[src/hw/rtl/sfb_pkg.sv]
package sfb_pkg;

    localparam int CFG_IDX_W  = 3;
    localparam int CFG_DATA_W = 16;

    localparam logic [CFG_IDX_W-1:0] REG_MSG_KIND        = 3'd0;
    localparam logic [CFG_IDX_W-1:0] REG_MOTE_ID         = 3'd1;
    localparam logic [CFG_IDX_W-1:0] REG_SYNC_ENABLE     = 3'd2;
    localparam logic [CFG_IDX_W-1:0] REG_FRAME_TYPE_BYTE = 3'd3;
    localparam logic [CFG_IDX_W-1:0] REG_GROUP_BYTE      = 3'd4;

    localparam logic [7:0]  RST_MSG_KIND        = 8'd4;
    localparam logic [15:0] RST_MOTE_ID         = 16'd10;
    localparam logic        RST_SYNC_ENABLE     = 1'b1;
    localparam logic [7:0]  RST_FRAME_TYPE_BYTE = 8'd66;
    localparam logic [7:0]  RST_GROUP_BYTE      = 8'd125;

    localparam logic [7:0] MT_INT_A   = 8'd4;
    localparam logic [7:0] MT_ARRAY   = 8'd5;
    localparam logic [7:0] MT_INT_B   = 8'd6;
    localparam logic [7:0] MT_VEHICLE = 8'd8;

    localparam logic [7:0] SYNC_BYTE  = 8'h7E;
    localparam logic [7:0] ESC_BYTE   = 8'h7D;
    localparam logic [7:0] ESC_XOR    = 8'h20;
    localparam logic [7:0] DEST_BYTE  = 8'hFF;
    localparam logic [7:0] CHECK_BYTE = 8'h00;
    localparam logic [7:0] FIXED_PLEN_WORD    = 8'd4;
    localparam logic [7:0] FIXED_PLEN_VEHICLE = 8'd3;

    typedef struct packed {
        logic [15:0] value;
        logic        last_value;
    } in_item_t;

    typedef struct packed {
        logic [7:0] out_byte;
        logic       frame_end;
        logic       overflow;
    } out_item_t;

    typedef struct packed {
        logic [7:0]  msg_kind;
        logic [15:0] mote_id;
        logic        sync_enable;
        logic [7:0]  frame_type_byte;
        logic [7:0]  group_byte;
    } cfg_t;

endpackage

[src/hw/rtl/sfb_store.sv]
module sfb_store #(
    parameter int DEPTH = 8,
    parameter int AW    = 3
) (
    input  logic          clk,
    input  logic          wr_en,
    input  logic [AW-1:0] wr_addr,
    input  logic [15:0]   wr_data,
    input  logic          rd_en,
    input  logic [AW-1:0] rd_addr,
    output logic [15:0]   rd_data
);

    logic [15:0] mem [DEPTH];
    logic [15:0] rd_data_reg;

    always_ff @(posedge clk)
    begin
        if (wr_en)
        begin
            mem[wr_addr] <= wr_data;
        end
    end

    always_ff @(posedge clk)
    begin
        if (rd_en)
        begin
            rd_data_reg <= mem[rd_addr];
        end
    end

    assign rd_data = rd_data_reg;

endmodule

[src/hw/rtl/sfb_framer.sv]
module sfb_framer
    import sfb_pkg::*;
#(
    parameter int MAX_VALUES = 8,
    parameter int AW         = 3,
    parameter int CW         = 4
) (
    input  logic          clk,
    input  logic          rst_n,
    input  logic          start,
    input  in_item_t      item,
    output logic          busy,
    input  cfg_t          cfg,
    output logic          wr_en,
    output logic [AW-1:0] wr_addr,
    output logic [15:0]   wr_data,
    output logic          rd_en,
    output logic [AW-1:0] rd_addr,
    input  logic [15:0]   rd_data,
    output logic          result_valid,
    output out_item_t     result
);

    typedef enum logic [3:0] {
        S_IDLE, S_SYNC0, S_FTYPE, S_DST0, S_DST1, S_MTYPE, S_GROUP, S_PLEN,
        S_WLO, S_WHI, S_MLO, S_MHI, S_CK0, S_CK1, S_SYNC1
    } state_t;

    state_t         state_reg, state_next;
    logic [CW-1:0]  cnt_reg, cnt_next;
    logic           ovf_reg, ovf_next;
    logic [AW-1:0]  widx_reg, widx_next;
    logic [7:0]     plen_reg, plen_next;
    logic           pend_reg, pend_next;
    logic [7:0]     pend_byte_reg, pend_byte_next;
    logic           result_valid_reg, result_valid_next;
    out_item_t      result_reg, result_next;

    logic           accept;
    logic           has_room;
    logic [CW-1:0]  cnt_acc;
    logic           ovf_acc;
    logic           known_type;
    logic [7:0]     cur;
    logic           stuffable;
    logic           esc;
    logic           last_word;
    state_t         final_st;

    assign busy     = (state_reg != S_IDLE) || pend_reg;
    assign accept   = start && !busy;
    assign has_room = cnt_reg < CW'(MAX_VALUES);
    assign cnt_acc  = has_room ? cnt_reg + CW'(1) : cnt_reg;
    assign ovf_acc  = ovf_reg || !has_room;

    assign wr_en   = accept && has_room;
    assign wr_addr = cnt_reg[AW-1:0];
    assign wr_data = item.value;

    assign known_type = (cfg.msg_kind == MT_INT_A) || (cfg.msg_kind == MT_INT_B)
                     || (cfg.msg_kind == MT_ARRAY) || (cfg.msg_kind == MT_VEHICLE);
    assign last_word  = (CW'(widx_reg) + CW'(1)) == cnt_reg;
    assign final_st   = cfg.sync_enable ? S_SYNC1 : S_CK1;

    always_comb
    begin
        case (state_reg)
            S_SYNC0: cur = SYNC_BYTE;
            S_FTYPE: cur = cfg.frame_type_byte;
            S_DST0:  cur = DEST_BYTE;
            S_DST1:  cur = DEST_BYTE;
            S_MTYPE: cur = cfg.msg_kind;
            S_GROUP: cur = cfg.group_byte;
            S_PLEN:  cur = plen_reg;
            S_WLO:   cur = rd_data[7:0];
            S_WHI:   cur = rd_data[15:8];
            S_MLO:   cur = cfg.mote_id[7:0];
            S_MHI:   cur = cfg.mote_id[15:8];
            S_CK0:   cur = CHECK_BYTE;
            S_CK1:   cur = CHECK_BYTE;
            S_SYNC1: cur = SYNC_BYTE;
            default: cur = CHECK_BYTE;
        endcase
    end

    assign stuffable = (state_reg != S_SYNC0) && (state_reg != S_SYNC1);
    assign esc       = stuffable && ((cur == SYNC_BYTE) || (cur == ESC_BYTE));

    always_comb
    begin
        state_next        = state_reg;
        cnt_next          = cnt_reg;
        ovf_next          = ovf_reg;
        widx_next         = widx_reg;
        plen_next         = plen_reg;
        pend_next         = 1'b0;
        pend_byte_next    = pend_byte_reg;
        result_valid_next = 1'b0;
        result_next       = result_reg;
        rd_en             = 1'b0;
        rd_addr           = widx_reg;

        if (accept)
        begin
            cnt_next = cnt_acc;
            ovf_next = ovf_acc;
            if (item.last_value)
            begin
                if (known_type)
                begin
                    state_next = cfg.sync_enable ? S_SYNC0 : S_FTYPE;
                    if (cfg.msg_kind == MT_ARRAY)
                    begin
                        plen_next = 8'({cnt_acc, 1'b0}) + 8'd2;
                    end
                    else if (cfg.msg_kind == MT_VEHICLE)
                    begin
                        plen_next = FIXED_PLEN_VEHICLE;
                    end
                    else
                    begin
                        plen_next = FIXED_PLEN_WORD;
                    end
                end
                else
                begin
                    cnt_next = '0;
                    ovf_next = 1'b0;
                end
            end
        end
        else if (pend_reg)
        begin
            // second half of an escape pair; the sequencer holds
            result_valid_next    = 1'b1;
            result_next.out_byte = pend_byte_reg;
            result_next.frame_end = 1'b0;
            result_next.overflow = ovf_reg;
        end
        else if (state_reg != S_IDLE)
        begin
            result_valid_next     = 1'b1;
            result_next.out_byte  = esc ? ESC_BYTE : cur;
            result_next.frame_end = (state_reg == final_st);
            result_next.overflow  = ovf_reg;
            pend_next             = esc;
            pend_byte_next        = cur ^ ESC_XOR;

            case (state_reg)
                S_SYNC0: state_next = S_FTYPE;
                S_FTYPE: state_next = S_DST0;
                S_DST0:  state_next = S_DST1;
                S_DST1:  state_next = S_MTYPE;
                S_MTYPE: state_next = S_GROUP;
                S_GROUP: state_next = S_PLEN;
                S_PLEN:
                begin
                    // fetch the first stored word while the length byte goes out, so it is ready in S_WLO
                    state_next = S_WLO;
                    widx_next  = '0;
                    rd_en      = 1'b1;
                    rd_addr    = '0;
                end
                S_WLO:   state_next = (cfg.msg_kind == MT_VEHICLE) ? S_MLO : S_WHI;
                S_WHI:
                begin
                    if ((cfg.msg_kind == MT_ARRAY) && !last_word)
                    begin
                        state_next = S_WLO;
                        widx_next  = widx_reg + AW'(1);
                        rd_en      = 1'b1;
                        rd_addr    = widx_reg + AW'(1);
                    end
                    else
                    begin
                        state_next = S_MLO;
                    end
                end
                S_MLO:   state_next = S_MHI;
                S_MHI:   state_next = S_CK0;
                S_CK0:   state_next = S_CK1;
                S_CK1:   state_next = cfg.sync_enable ? S_SYNC1 : S_IDLE;
                S_SYNC1: state_next = S_IDLE;
                default: state_next = S_IDLE;
            endcase

            if (state_reg == final_st)
            begin
                cnt_next = '0;
                ovf_next = 1'b0;
            end
        end
    end

    always_ff @(posedge clk or negedge rst_n)
    begin
        if (!rst_n)
        begin
            state_reg        <= S_IDLE;
            cnt_reg          <= '0;
            ovf_reg          <= 1'b0;
            widx_reg         <= '0;
            plen_reg         <= '0;
            pend_reg         <= 1'b0;
            pend_byte_reg    <= '0;
            result_valid_reg <= 1'b0;
            result_reg       <= '0;
        end
        else
        begin
            state_reg        <= state_next;
            cnt_reg          <= cnt_next;
            ovf_reg          <= ovf_next;
            widx_reg         <= widx_next;
            plen_reg         <= plen_next;
            pend_reg         <= pend_next;
            pend_byte_reg    <= pend_byte_next;
            result_valid_reg <= result_valid_next;
            result_reg       <= result_next;
        end
    end

    assign result_valid = result_valid_reg;
    assign result       = result_reg;

endmodule

[src/hw/rtl/serial_frame_builder_with_byte_stuffing_unit.sv]
// Values load one per cycle while busy is low; a value that is not last gives no output.
// Busy rises at the edge that takes the last value of a known message kind, and the frame
// leaves one byte per cycle; that transfer sets the sequencer state, from which the first
// byte is registered onto the result ports. Each stuffed byte is sent as an escape pair.
// Reset clears the value count, the overflow flag and the sequencer and loads the register
// defaults; the value store is not cleared. The receiver cannot stall the byte stream.
module serial_frame_builder_with_byte_stuffing_unit
    import sfb_pkg::*;
#(
    parameter int MAX_VALUES = 8
) (
    input  logic                  clk,
    input  logic                  rst_n,
    input  logic                  start,
    output logic                  busy,
    input  in_item_t              item,
    output logic                  result_valid,
    output out_item_t             result,
    input  logic                  cfg_valid,
    output logic                  cfg_ready,
    input  logic [CFG_IDX_W-1:0]  cfg_index,
    input  logic [CFG_DATA_W-1:0] cfg_data
);

    localparam int AW = (MAX_VALUES > 1) ? $clog2(MAX_VALUES) : 1;
    localparam int CW = $clog2(MAX_VALUES + 1);

    cfg_t           cfg_reg;
    logic           wr_en;
    logic [AW-1:0]  wr_addr;
    logic [15:0]    wr_data;
    logic           rd_en;
    logic [AW-1:0]  rd_addr;
    logic [15:0]    rd_data;

    assign cfg_ready = 1'b1;

    always_ff @(posedge clk or negedge rst_n)
    begin
        if (!rst_n)
        begin
            cfg_reg.msg_kind        <= RST_MSG_KIND;
            cfg_reg.mote_id         <= RST_MOTE_ID;
            cfg_reg.sync_enable     <= RST_SYNC_ENABLE;
            cfg_reg.frame_type_byte <= RST_FRAME_TYPE_BYTE;
            cfg_reg.group_byte      <= RST_GROUP_BYTE;
        end
        else if (cfg_valid && cfg_ready)
        begin
            case (cfg_index)
                REG_MSG_KIND:        cfg_reg.msg_kind        <= cfg_data[7:0];
                REG_MOTE_ID:         cfg_reg.mote_id         <= cfg_data;
                REG_SYNC_ENABLE:     cfg_reg.sync_enable     <= cfg_data[0];
                REG_FRAME_TYPE_BYTE: cfg_reg.frame_type_byte <= cfg_data[7:0];
                REG_GROUP_BYTE:      cfg_reg.group_byte      <= cfg_data[7:0];
                default:             cfg_reg                 <= cfg_reg;
            endcase
        end
    end

    sfb_store #(
        .DEPTH (MAX_VALUES),
        .AW    (AW)
    ) u_store (
        .clk     (clk),
        .wr_en   (wr_en),
        .wr_addr (wr_addr),
        .wr_data (wr_data),
        .rd_en   (rd_en),
        .rd_addr (rd_addr),
        .rd_data (rd_data)
    );

    sfb_framer #(
        .MAX_VALUES (MAX_VALUES),
        .AW         (AW),
        .CW         (CW)
    ) u_framer (
        .clk          (clk),
        .rst_n        (rst_n),
        .start        (start),
        .item         (item),
        .busy         (busy),
        .cfg          (cfg_reg),
        .wr_en        (wr_en),
        .wr_addr      (wr_addr),
        .wr_data      (wr_data),
        .rd_en        (rd_en),
        .rd_addr      (rd_addr),
        .rd_data      (rd_data),
        .result_valid (result_valid),
        .result       (result)
    );

endmodule
[config.mk]
export PLATFORM = sky130hd
export DESIGN_NAME = serial_frame_builder_with_byte_stuffing_unit
export DESIGN_NICKNAME = d
export VERILOG_FILES = /design/src/hw/rtl/sfb_pkg.sv /design/src/hw/rtl/sfb_store.sv /design/src/hw/rtl/sfb_framer.sv /design/src/hw/rtl/serial_frame_builder_with_byte_stuffing_unit.sv
export SDC_FILE = /design/constraint.sdc
export NUM_CORES = 1
export LEC_CHECK = 0
export CORE_MARGIN = 5
export CORE_UTILIZATION = 55
export DETAILED_ROUTE_END_ITERATION = 12
export DONT_BUFFER_PORTS = 1
export PLACE_DENSITY = 0.67
export SKIP_LAST_GASP = 1
export SLEW_MARGIN = 20
export SYNTH_ARGS = -nofsm -noshare
export SYNTH_HDL_FRONTEND = slang
export SYNTH_SLANG_ARGS = --single-unit
[constraint.sdc]
create_clock -name clk -period 6.4 [get_ports clk]
set_input_delay 0.32 -clock clk [delete_from_list [all_inputs] [get_ports clk]]
set_output_delay 0.32 -clock clk [all_outputs]
set_load 0.01 [all_outputs]
# After elaboration in Yosys (flattened, before gate mapping)
# Memory sizes are Yosys's and may differ from the RTL's. A register that Yosys moved wholly into a read port is not among the register bits.
# Cells that the tools add are included.
dict set report word_totals {
  ff_bits 81
  mem_bits_rw 128
  memories 1
  wordCells 135
}
# name depth width read_ports rd_ports_with_merged_regs write_ports line
set mem_list {}
lappend mem_list {u_store.mem 8 16 1 1 1 sfb_store.sv:14} ;# logic [15:0] mem [DEPTH];
dict set report op_classes {
  n_eq_ne 31
  bitwise 3
  n_reduce_logical 31
  n_lt_le_gt_ge 1
  n_mux 48
  addsub 4
}
# cell n
set op_table {}
lappend op_table {{$pmux 8 s10} 1}
lappend op_table {{$mux 4} 13}
lappend op_table {{$pmux 4 s13} 1}
lappend op_table {{$eq 4x4->1 const B} 7}
lappend op_table {{$eq 8x3->1 const B} 3}
lappend op_table {{$mux 10} 2}
lappend op_table {{$mux 1} 18}
lappend op_table {{$eq 4x3->1 const B} 4}
lappend op_table {{$eq 8x7->1 const B} 2}
lappend op_table {{$mux 8} 2}
lappend op_table {{$mux 3} 5}
lappend op_table {{$reduce_and 2->1} 6}
lappend op_table {{$reduce_and 3->1} 3}
lappend op_table {{$eq 4x2->1 const B} 2}
lappend op_table {{$eq 4x4->1} 2}
lappend op_table {{$eq 8x4->1 const B} 1}
lappend op_table {{$mux 2} 4}
lappend op_table {{$add 5x2->6 const B} 1}
lappend op_table {{$eq 3x2->1 const B} 2}
lappend op_table {{$logic_or 1x1->1} 6}
lappend op_table {{$ne 2x2->1 const B} 3}
lappend op_table {{$pmux 3 s2} 1}
lappend op_table {{$reduce_bool 2->1} 3}
lappend op_table {{$logic_and 1x1->1} 5}
lappend op_table {{16 further kinds} 21}

# Logic depth before layout (Yosys ltp)
# Gate-level depths: netlist of the first run.
dict set report logic_depth {
  ltp_word 9
  mapped_depth 11
}

# Modules after synthesis
# Synthesis of the first run repeated with hierarchy kept, for this count alone.
dict set report unflattened {
  cells_unflattened 655
  area_unflattened_um2 10097.2
}
# mod cells_each n_inst area_each_um2 seq_area_each_um2
set modules_own_cells {}
lappend modules_own_cells {sfb_store 214 1 5454.0 4324.1}
lappend modules_own_cells {sfb_framer 349 1 2985.4 950.9}
lappend modules_own_cells {serial_frame_builder_with_byte_stuffing_unit 92 1 1657.8 1041.0}

# Worst setup path before layout of the first run
# OpenSTA, ideal clock, no wires.
dict set report synth_path {
  path_type {flip-flop to flip-flop}
  startpoint {reg u_framer.state_reg[1]}
  endpoint {mem u_store.mem[0][0] (enable)}
  path_stages_with_launch 8
  required_time_ps 5991
  arrival_time_ps 2932
  path_buffers 2
  setup_time_ps 409
  path_slack_ps 3059
  path_cell_list {dfrtp_1 -> buf_6 -> or4_4 -> buf_6 -> nor2_4 -> nand2_1 -> or3_1 -> nor3_1}
}
dict set report synth_between {
  elab_chain_len 7
}
# item line
set synth_lines {}
lappend synth_lines {{start, declared} sfb_framer.sv:29} ;# state_t state_reg, state_next;
lappend synth_lines {{start signal, assigned} sfb_framer.sv:211} ;# state_reg <= state_next;
lappend synth_lines {{$reduce_bool 4->1} sfb_framer.sv:50} ;# assign busy = (state_reg != S_IDLE) || pend_reg;
lappend synth_lines {{$logic_or 1x1->1} sfb_framer.sv:50}
lappend synth_lines {{$logic_not 1->1} sfb_framer.sv:51} ;# assign accept = start && !busy;
lappend synth_lines {{$logic_and 1x1->1} sfb_framer.sv:51}
lappend synth_lines {{$logic_and 1x1->1} sfb_framer.sv:56} ;# assign wr_en = accept && has_room;
lappend synth_lines {{$mux 1} sfb_store.sv:19} ;# if (wr_en)
lappend synth_lines {{$mux 1 (implied by the code)} sfb_store.sv:21} ;# mem[wr_addr] <= wr_data;
lappend synth_lines {{end, declared} sfb_store.sv:14}
# No other way between the ends.

# Final worst setup path of the first run
dict set report layout_path {
  startpoint {reg u_framer.cnt_reg[2]}
  endpoint {reg u_store.rd_data_reg[13], in the netlist u_store.rd_data[13], read port of u_store.mem, data pin}
}
dict set report layout_between {
  elab_chain_len 8
  word_cells_on_any_way 13
  cone_classes {eq/ne (1); mux (10); reduce/logical (2)}
}
# item line
set layout_lines {}
lappend layout_lines {{start, declared} sfb_framer.sv:30} ;# logic [CW-1:0] cnt_reg, cnt_next;
lappend layout_lines {{start signal, assigned} sfb_framer.sv:212} ;# cnt_reg <= cnt_next;
lappend layout_lines {{$eq 4x4->1 (*)} sfb_framer.sv:62} ;# assign last_word = (CW'(widx_reg) + CW'(1)) == cnt_reg;
lappend layout_lines {{$logic_not 1->1 (*)} sfb_framer.sv:167} ;# if ((cfg.msg_kind == MT_ARRAY) && !last_word)
lappend layout_lines {{$logic_and 1x1->1 (*)} sfb_framer.sv:167}
lappend layout_lines {{$mux 3 or $mux 1 (tied branches)} -}
lappend layout_lines {{$pmux 3 s2 or $pmux 1 s2 (tied branches)} -}
lappend layout_lines {{$mux 3 or $mux 1 (tied branches) (3 in a row)} -}
lappend layout_lines {{end, declared} sfb_store.sv:15} ;# logic [15:0] rd_data_reg;
# Mark *: on every way between the ends. The rest lies on a longest branch, timed or not.
# A chain may end at the register's enable or synchronous reset.

==> metrics.md, run 1 <==
| Metric | Value |
|---|---|
| Run status | finished clean |
| GRT Residual Overflow | 0 |
| WS Path Type | reg -> reg |
| Clock skew | ~21 ps |
| CTS clk-pin slew, worst paths | around 60 ps |
| Finished Layout Cells | approximately 1,200 |
| Max reg flops | about 130 |
| Pre-CTS setup slack | between 2000 and 3000 ps |
| Fmax | 273 MHz |
| Final nets | between 900 and 1,000 |
| Post-Synth Adder-Cell Area | less than 1% |
| WL per Instance | 21.2 um |
| Post-synthesis instance total | 948 |
| Total number of vias | a little under 8,000 |
| Most common flop cell mapped by yosys | edfxtp_1 |
| Leak | about 0.0042 uW |
| CTS tree | yes |
| Post-Syn Nets | 991 |
| Ys Warns | 0 |
| Synthesized cell area | approximately 11,000 um^2 |
| Port Buffers | 0 |
| Area leader, netlist | edfxtp_1 |
| Routed WL | between 20,000 and 30,000 um |
| Share of cells above drive strength 1 | between 10% and 20% |
| Core Box Area | 18,800 um^2 |
| Final TNS setup | 0 ps |
| DRT Pass-1 Iters | 5 |
| CP endpoint kind | register |
| Die X | 149 um |
| Simple-gate share of the synthesized area | between 15 and 20% |
| Critical path capture point | u_store.rd_data[13] |
| Crit path required time | 6670 ps |
| Mux contribution to synthesized area | 4.76% |
| CP max FO | 33 |
| DRT iter0 DRCs | between 800 and 900 |
| Hold/Removal Path Class | in -> reg |
| Largest net degree at the start of global routing | 80 |
| Final Cycle Share | between 50% and 60% |
| Final hold viol count | 0 |
| Power Density | around 370 nW/um^2 |
| Fin Hold WS | 61.8 ps |
| H-tree levels | 1 |
| Flops & latches, synth | around 220 |
| Worst-case clock buffer depth | 3 |
| RSZ-0062 raised after global routing | false |
| Vias in the first global route | 7,310 |
| Synth top cells by count | nand2_1 (250), edfxtp_1 (144), o221ai_1 (69) |
| Reg-to-reg slack, setup | around 2700 ps |
| Placed Instances | about 1,200 |
| Xor-xnor portion of the synthesized cell area | less than 1% |
| Initial antenna violation count | 0 |
| Crit path launch | u_framer.cnt_reg[2] |
| IO Count | 53 |
| Slew @ Worst Pin | 1130 ps |
| TritonCTS sink count | ~220 |
| Unique masters post-synth | 74 |
| Via density | 6.31 |
| Worst r2r src | u_framer.cnt_reg[2] |
| # Max-Cap Violations | 0 |
| Critical path data arrival time | a little under 4000 ps |
| Syn avg cell area | 11.2 um^2 |
| Diodes inserted | 0 |
| Top post-synthesis cells by area | edfxtp_1 (41%), dfrtp_1 (16%), nand2_1 (8.9%), o221ai_1 (5.7%), mux2_2 (4.6%) |
| Detail Placement HPWL | about 16,000 um |
| Clock period minus worst slack | around 3700 ps |
| Cts bufs inserted | 24 |
| DIE AREA | between 20,000 and 25,000 um^2 |
| Sequential area share after synthesis | between 50% and 60% |
| # setup viols final | 0 |
| PnR worst setup slack | between 2000 and 3000 ps |
| FF-to-FF End | u_store.rd_data[13] |
| Slew Limit Fails | 0 |
| Largest family of logic cells by synthesized area | compound AO/OA/AOI/OAI gates |
| Global-route wire length before repair | roughly 40,000 um |
| Utilization after layout | between 60% and 70% |
| Placer Congestion | between 0.9 and 1 |
| Post-DRT Antenna Nets | 0 |
| Most frequent cell after synthesis | nand2_1 |
| Worst-Skew Late Latency | 520 ps |
| CTS root buffer | clkbuf_16 |
| Layout overhead on the synthesized area | 11.7% |
| Top-area cell type share of the netlist area | between 40% and 50% |
| Drt drc | 0 |
| Synth Area in Compound Gates | about 16% |
| Maximum vdd drop | approximately 240 uV |
| Ys async rst share | a little over a third |
| GR Util All Layers | a little under a quarter |
| # Post-CTS Setup Buffers | 0 |
| Slew headroom | about a quarter |
| Startpoint types | register |
| # fillers | 1,478 |
| Initial cell density of the core | a little under three fifths |
| # rows | 50 |
| Die H | between 100 and 150 um |
| Number of synthesized flops with an enable pin | ~140 |
| Path depth of the worst reg2reg path | 8 |
layout by cell type, fill, tap and decap left out, types with 6 or more instances in the layout:
master	netlist	layout
clkbuf_16	0	24
dfrtp_1	67	67
mux2_2	43	43
a31oi_1	6	6
a21oi_1	30	30
dlygate4sd3_1	0	33
clkbuf_1	35	6
inv_1	8	8
nand2b_1	8	8
buf_4	3	19
nand3_1	6	6
o22ai_1	34	34
o211ai_1	10	10
dfstp_2	12	12
edfxtp_1	144	144
nor2b_1	10	10
o221ai_1	69	69
o21ai_0	23	23
nand2_1	250	249
a21o_1	6	6
nor2_1	40	40
critical path: stages (launching register included):
cell	delay, ps
dfrtp_1	620
xor3_1	500
nor2_1	300
nand3_1	200
a31oi_4	820
buf_4	480
o221ai_1	190
o22ai_1	210
nor2_1	80
routing by layer:
layer,GRT usage [%],part of all wire (%),vias up
met5,0,0,-
met4,8.60,3.9,0
met3,4.13,7.5,82
met2,38.0,49,371
met1,30.3,40,3767
li1,-,-,3542
power by group:
part           total [uW]  leakage (uW)  internal, uW  switching (uW)
logic                1150       0.00154           440             715
clock network        1310      0.000364           755             556
registers            1900       0.00226          1750             157
total                4370       0.00416          2940            1430
final cells by class:
cell class	instances	area (um^2)	share of cell area (%)
Clock buffer	32	651	5.49
Multi-Input combinational cell	640	3920	33.1
Timing Repair Buffer	53	500	4.22
Clock inverter	12	93.8	0.792
Inverter	11	41.3	0.349
Tap cell	260	325	2.75
Sequential cell	223	6320	53.3
per-stage QoR:
stage / total power [uW] / cell area [um^2]
after floorplan: 2740 / 10600
after global placement: 3000 / 10700
after detailed placement: 3030 / 10700
after CTS: 4380 / 11800
after global routing: 4580 / 11800
final: 4370 / 11800
cells by family after synthesis:
family,Yosys count
AND/OR/NAND/NOR,360
multiplexers,45
other,1
XOR/XNOR,6
AO/OA/AOI/OAI,225
flip-flops,223
buffers and inverters,85
adder cells (fa/ha/maj),3
worst min-delay path by stage:
| stage | from | cells past startpoint | endpoint |
|---|---|---|---|
| after global routing | item[0] | 2 | u_framer.cnt_reg[0] |
| final | start | 2 | u_framer.state_reg[0] |
| after global placement | rst_n | 0 | u_framer.result[6] |
| after floorplan | rst_n | 0 | cfg_reg[10] |
| after detailed placement | rst_n | 0 | u_framer.result[6] |
| after CTS | item[0] | 2 | u_framer.cnt_reg[0] |
timing repair:
action | in CTS | in global routing
resized for setup | 0 | 0
hold endpoints to repair | 248 | 0
endpoints found under the setup margin | 0 | 0
hold buffers | 34 | 0
(Power assumes the default switching activity.)
==> inputs of run 2 (changes only) <==
==> constraint.sdc (replaced) <==
create_clock -name clk -period 3.6 [get_ports clk]
set_input_delay 0.18 -clock clk [delete_from_list [all_inputs] [get_ports clk]]
set_output_delay 0.18 -clock clk [all_outputs]
set_load 0.01 [all_outputs]
==> run 2 against run 1 <==
  * Critical path depth is 1 lower
  * Count of clock-buffer cells in the layout decreased by 1
  * Combinational power grew 77%
  * Largest cell class unchanged
  * Largest power group unchanged
==> metrics.md, run 2 (synthesized netlist as in run 1, its figures left out) <==
| Metric | Value |
|---|---|
| Core Box Area | about 19,000 um^2 |
| Largest net degree at the start of global routing | 80 |
| Final TNS setup | 0 ps |
| Critical path data arrival time | approximately 3400 ps |
| Diodes inserted | 0 |
| Pre-CTS setup slack | around 520 ps |
| Final Cycle Share | between 80% and 90% |
| # setup viols final | 0 |
| CTS tree | yes |
| DRT iter0 DRCs | 784 |
| Total number of vias | between 7,000 and 8,000 |
| GRT Residual Overflow | 0 |
| Start point of the worst hold path | cfg_index[0] |
| Endpoint, Worst Hold | cfg_reg[25] |
| CP max FO | 16 |
| Slew Limit Fails | 0 |
| Die X | approximately 150 um |
| Utilization after layout | 64.1% |
| Via density | just over 6 |
| Slew @ Worst Pin | just over 900 ps |
| FF-to-FF End | u_store.rd_data[8] |
| GR Util All Layers | 23.4% |
| Layout overhead on the synthesized area | 13.8% |
| Worst Hold Depth | 3 |
| Vias in the first global route | around 7,700 |
| IO Count | 53 |
| Hold/Removal Path Class | in -> reg |
| Post-DRT Antenna Nets | 0 |
| Leak | between 0.004 and 0.005 uW |
| Final nets | approximately 1,000 |
| Routed WL | between 20,000 and 30,000 um |
| Die H | approximately 150 um |
| Cts bufs inserted | 24 |
| Worst r2r src | u_framer.cnt_reg[2] |
| Clock skew | 14.0 ps |
| Share of cells above drive strength 1 | between 10 and 15% |
| CTS clk-pin slew, worst paths | 60 ps |
| Power Density | 665 nW/um^2 |
| Post-CTS Resized | 0 |
| Path depth of the worst reg2reg path | 7 |
| CTS root buffer | clkbuf_16 |
| Fin Hold WS | around 24 ps |
| Port Buffers | 0 |
| CP endpoint kind | register |
| Commonest non-fill, non-tap cell in the layout | nand2_1 |
| # fillers | roughly 1,500 |
| Fmax | approximately 320 MHz |
| WL per Instance | 21.1 um |
| Placer Congestion | around 0.94 |
| Global-route wire length before repair | 41,100 um |
| Startpoint types | register |
| Post-CTS Hold Fix Bufs | 38 |
| Worst-Skew Late Latency | 520 ps |
| Worst-case clock buffer depth | 3 |
| Initial antenna violation count | 0 |
| TritonCTS sink count | between 200 and 250 |
| # Max-Cap Violations | 0 |
| Final hold viol count | 0 |
| DIE AREA | approximately 22,000 um^2 |
| H-tree levels | 1 |
| Crit path launch | u_framer.cnt_reg[2] |
| RSZ-0062 raised after global routing | false |
| # Post-CTS Setup Buffers | 0 |
| Max reg flops | between 100 and 150 |
| Run status | finished clean |
| Crit path required time | around 3900 ps |
| Initial cell density of the core | 56.3% |
| Commonest cells after routing, fill and taps aside | nand2_1 (249), edfxtp_1 (144), o221ai_1 (69) |
| Reg-to-reg slack, setup | about 430 ps |
| Multi-input logic area | 3910 um^2 |
| Slew headroom | between 30% and 40% |
| Clock period minus worst slack | roughly 3200 ps |
| Detail Placement HPWL | between 15,000 and 20,000 um |
| WS Path Type | reg -> reg |
| Drt drc | 0 |
| Register area | around 6300 um^2 |
| DRT Pass-1 Iters | 6 |
| Maximum vdd drop | roughly 460 uV |
| PnR worst setup slack | between 400 and 500 ps |
| # rows | 50 |
==> run 2: critical path, cell delays in order, from the launching register on <==
cell and delay [ps]:
dfrtp_1 580, xor3_1 500, nor2_1 310, a2111oi_0 180, a31o_2 280, nand2b_1 590, o22ai_1 400, nor2_1 80
==> run 2: area by class of cell <==
type                    count  area share [%]
repair buffers             65            5.39
clock buffers              31            5.54
clock inverters            13            1.34
multi-input cells         640            32.4
flip-flops and latches    223            52.3
well taps                 260            2.70
inverters                  11           0.342
==> run 2: metrics by stage <==
| step | power (uW) | instances | instance area (um^2) |
|---|---|---|---|
| after floorplan | 4870 | 948 | 10600 |
| after global placement | 5380 | 1161 | 10800 |
| after detailed placement | 5430 | 1161 | 10800 |
| after CTS | 8040 | 1243 | 12100 |
| after global routing | 8410 | 1243 | 12100 |
| final | 8020 | 1243 | 12100 |
==> run 2: routing by layer <==
metal  track usage (%)  wire (um)  up-vias
met5                 0          0        -
met2              40.2      13200      336
met3              3.40       2010       45
met1              30.7      10300     3752
li1                  -          -     3575
met4              7.55        749        0
==> run 2: power by group <==
part	total [uW]	internal, uW	switching (uW)
Sequential	3460	3100	356
Combinational	2030	807	1220
Clock	2540	1540	1000
==> run 2: worst max-delay path by stage <==
stage,end,slack [ps],cells after the start
finish,u_store.rd_data[8],430,7
global route,u_store.rd_data[13],280,6
CTS,u_store.rd_data[8],520,7
detailed placement,u_store.rd_data[8],520,7
global placement,u_store.rd_data[1],600,6
floorplan,u_store.mem[0][0],260,7
==> inputs of run 3 (changes only) <==
--- a/config.mk
+++ b/config.mk
@@ -10,6 +10,7 @@
 export DETAILED_ROUTE_END_ITERATION = 12
 export DONT_BUFFER_PORTS = 1
 export PLACE_DENSITY = 0.67
+export REMOVE_ABC_BUFFERS = 1
 export SKIP_LAST_GASP = 1
 export SLEW_MARGIN = 20
 export SYNTH_ARGS = -nofsm -noshare
==> run 3 against run 2 <==
  * Core utilization down 0.50 points
  * Routed wire length is 3.0% higher
  * Sequential power is essentially flat
  * Power fell by 2.0%
  * Final area fell by 0.79%
  * Cell count is the same
  * Critical path type unchanged
  * Critical endpoint is now u_store.rd_data[13]
==> metrics.md, run 3 (synthesized netlist as in run 1, its figures left out) <==
| Metric | Value |
|---|---|
| Max reg flops | about 130 |
| Max layer used | met4 |
| Worst-Skew Late Latency | 530 ps |
| Commonest cells after routing, fill and taps aside | nand2_1 (249), edfxtp_1 (144), o221ai_1 (69) |
| Clock skew | approximately 10 ps |
| Die X | roughly 150 um |
| RSZ-0062 raised after global routing | false |
| Fin Hold WS | roughly 28 ps |
| CTS tree | yes |
| Metal2 WL | between 10,000 and 15,000 um |
| GRT Residual Overflow | 0 |
| CTS clk-pin slew, worst paths | 60 ps |
| # Post-CTS Setup Buffers | 0 |
| Clock period minus worst slack | 3100 ps |
| Placer Congestion | between 0.8 and 0.9 |
| Worst-case clock buffer depth | 3 |
| Commonest non-fill, non-tap cell in the layout | nand2_1 |
| DIE AREA | between 20,000 and 25,000 um^2 |
| Global-route wire length before repair | roughly 42,000 um |
| Power Density | between 600 and 700 nW/um^2 |
| CTS root buffer | clkbuf_16 |
| Post-Place Cell Area | between 10,000 and 15,000 um^2 |
| Routed WL | 27,100 um |
| Largest net degree at the start of global routing | 80 |
| Fmax | between 300 and 400 MHz |
| Layout overhead on the synthesized area | 12.9% |
| TritonCTS sink count | 223 |
| Startpoint types | register |
| Leak | between 0.004 and 0.005 uW |
| # setup viols final | 0 |
| Run status | finished clean |
| Final Cycle Share | approximately 86% |
| Post-CTS Resized | 0 |
| Detail Placement HPWL | 16,300 um |
| DRT iter0 DRCs | approximately 710 |
| Final hold viol count | 0 |
| Wire length on met1 | 11,000 um |
| Maximum vdd drop | around 410 uV |
| Initial antenna violation count | 0 |
| Via density | about 6.3 |
| H-tree levels | 1 |
| Hold/Removal Path Class | in -> reg |
| Crit path required time | 3880 ps |
| Post-route cell area | ~12,000 um^2 |
| Slew @ Worst Pin | ~860 ps |
| Cts bufs inserted | 25 |
| Slew Limit Fails | 0 |
| Initial cell density of the core | roughly 56% |
| PnR Total Power | a little under 8000 uW |
| # Max-Cap Violations | 0 |
| Critical path data arrival time | around 3400 ps |
| IO Count | 53 |
| Slew headroom | about 43% |
| Core Box Area | approximately 19,000 um^2 |
| Drt drc | 0 |
| Final TNS setup | 0 ps |
| Share of cells above drive strength 1 | around 14% |
| Die H | around 150 um |
| WS Path Type | reg -> reg |
| GR Util All Layers | between 20% and 30% |
| Port Buffers | 0 |
| Met3 wire length | around 1600 um |
| WL per Instance | around 22 um |
| Final nets | 1,008 |
| Vias in the first global route | 7,809 |
| # rows | 50 |
| Diodes inserted | 0 |
| Total number of vias | around 8,000 |
| CP endpoint kind | register |
| CP max FO | 16 |
| Post-DRT Antenna Nets | 0 |
| # fillers | between 1,000 and 1,500 |
| DRT Pass-1 Iters | 5 |
-- run 3: final timing paths --
check	start	to	slack, ps	depth (start not counted)
setup / recovery	u_framer.state_reg[2]	u_store.rd_data[13]	500	6
hold / removal	cfg_index[1]	cfg_reg[7]	30	2
setup reg to reg	u_framer.state_reg[2]	u_store.rd_data[13]	500	6
hold reg to reg	u_framer.pend_byte_reg[4]	u_framer.pend_byte_reg[4]	480	2
max in group asynchronous	rst_n	cfg_reg[9]	3010	2
min in group asynchronous	rst_n	u_framer.cnt_reg[3]	220	2
-- run 3: report_power, final --
group / switching (uW) / leakage (uW) / internal (uW)
registers: 338 / 0.00226 / 3100
logic: 1260 / 0.00161 / 815
clock network: 1000 / 0.000371 / 1340
-- run 3: metal layers --
metal  up-vias  global-route usage [%]
met5         -                       0
met1      3890                    31.5
met4         0                    9.66
li1       3563                       -
met2       310                    40.9
met3        71                    3.46
-- run 3: repair_timing --
item | 4_1_cts | 5_1_grt
endpoints found under the setup margin | 0 | 0
hold buffers | 39 | 0
hold endpoints to repair | 255 | 0
-- run 3: worst max-delay path, stage by stage (launching register included) --
cell,delay (ps)
dfrtp_1,670
nor2b_1,570
nand4_1,240
a32o_2,340
nand2b_1,550
o22ai_1,370
nor2_1,90
-- run 3: metrics by stage --
stage | setup WS, ps | cells | utilization [%]
after global routing | 366 | 1243 | 63.6
after CTS | 546 | 1243 | 63.6
after global placement | 754 | 1159 | 57.4
after detailed placement | 563 | 1159 | 57.4
after floorplan | -146 | 874 | -
final | 496 | 1243 | 63.6
-- run 3: cell type report --
| type | instances | area [um^2] | area share [%] |
|---|---|---|---|
| clock buffer | 33 | 686 | 5.73 |
| clock inverter | 12 | 73.8 | 0.617 |
| inverter | 11 | 41.3 | 0.345 |
| multi-input combinational | 640 | 3910 | 32.7 |
| sequential | 223 | 6320 | 52.7 |
| tap | 260 | 325 | 2.72 |
| timing repair buffer | 64 | 621 | 5.18 |
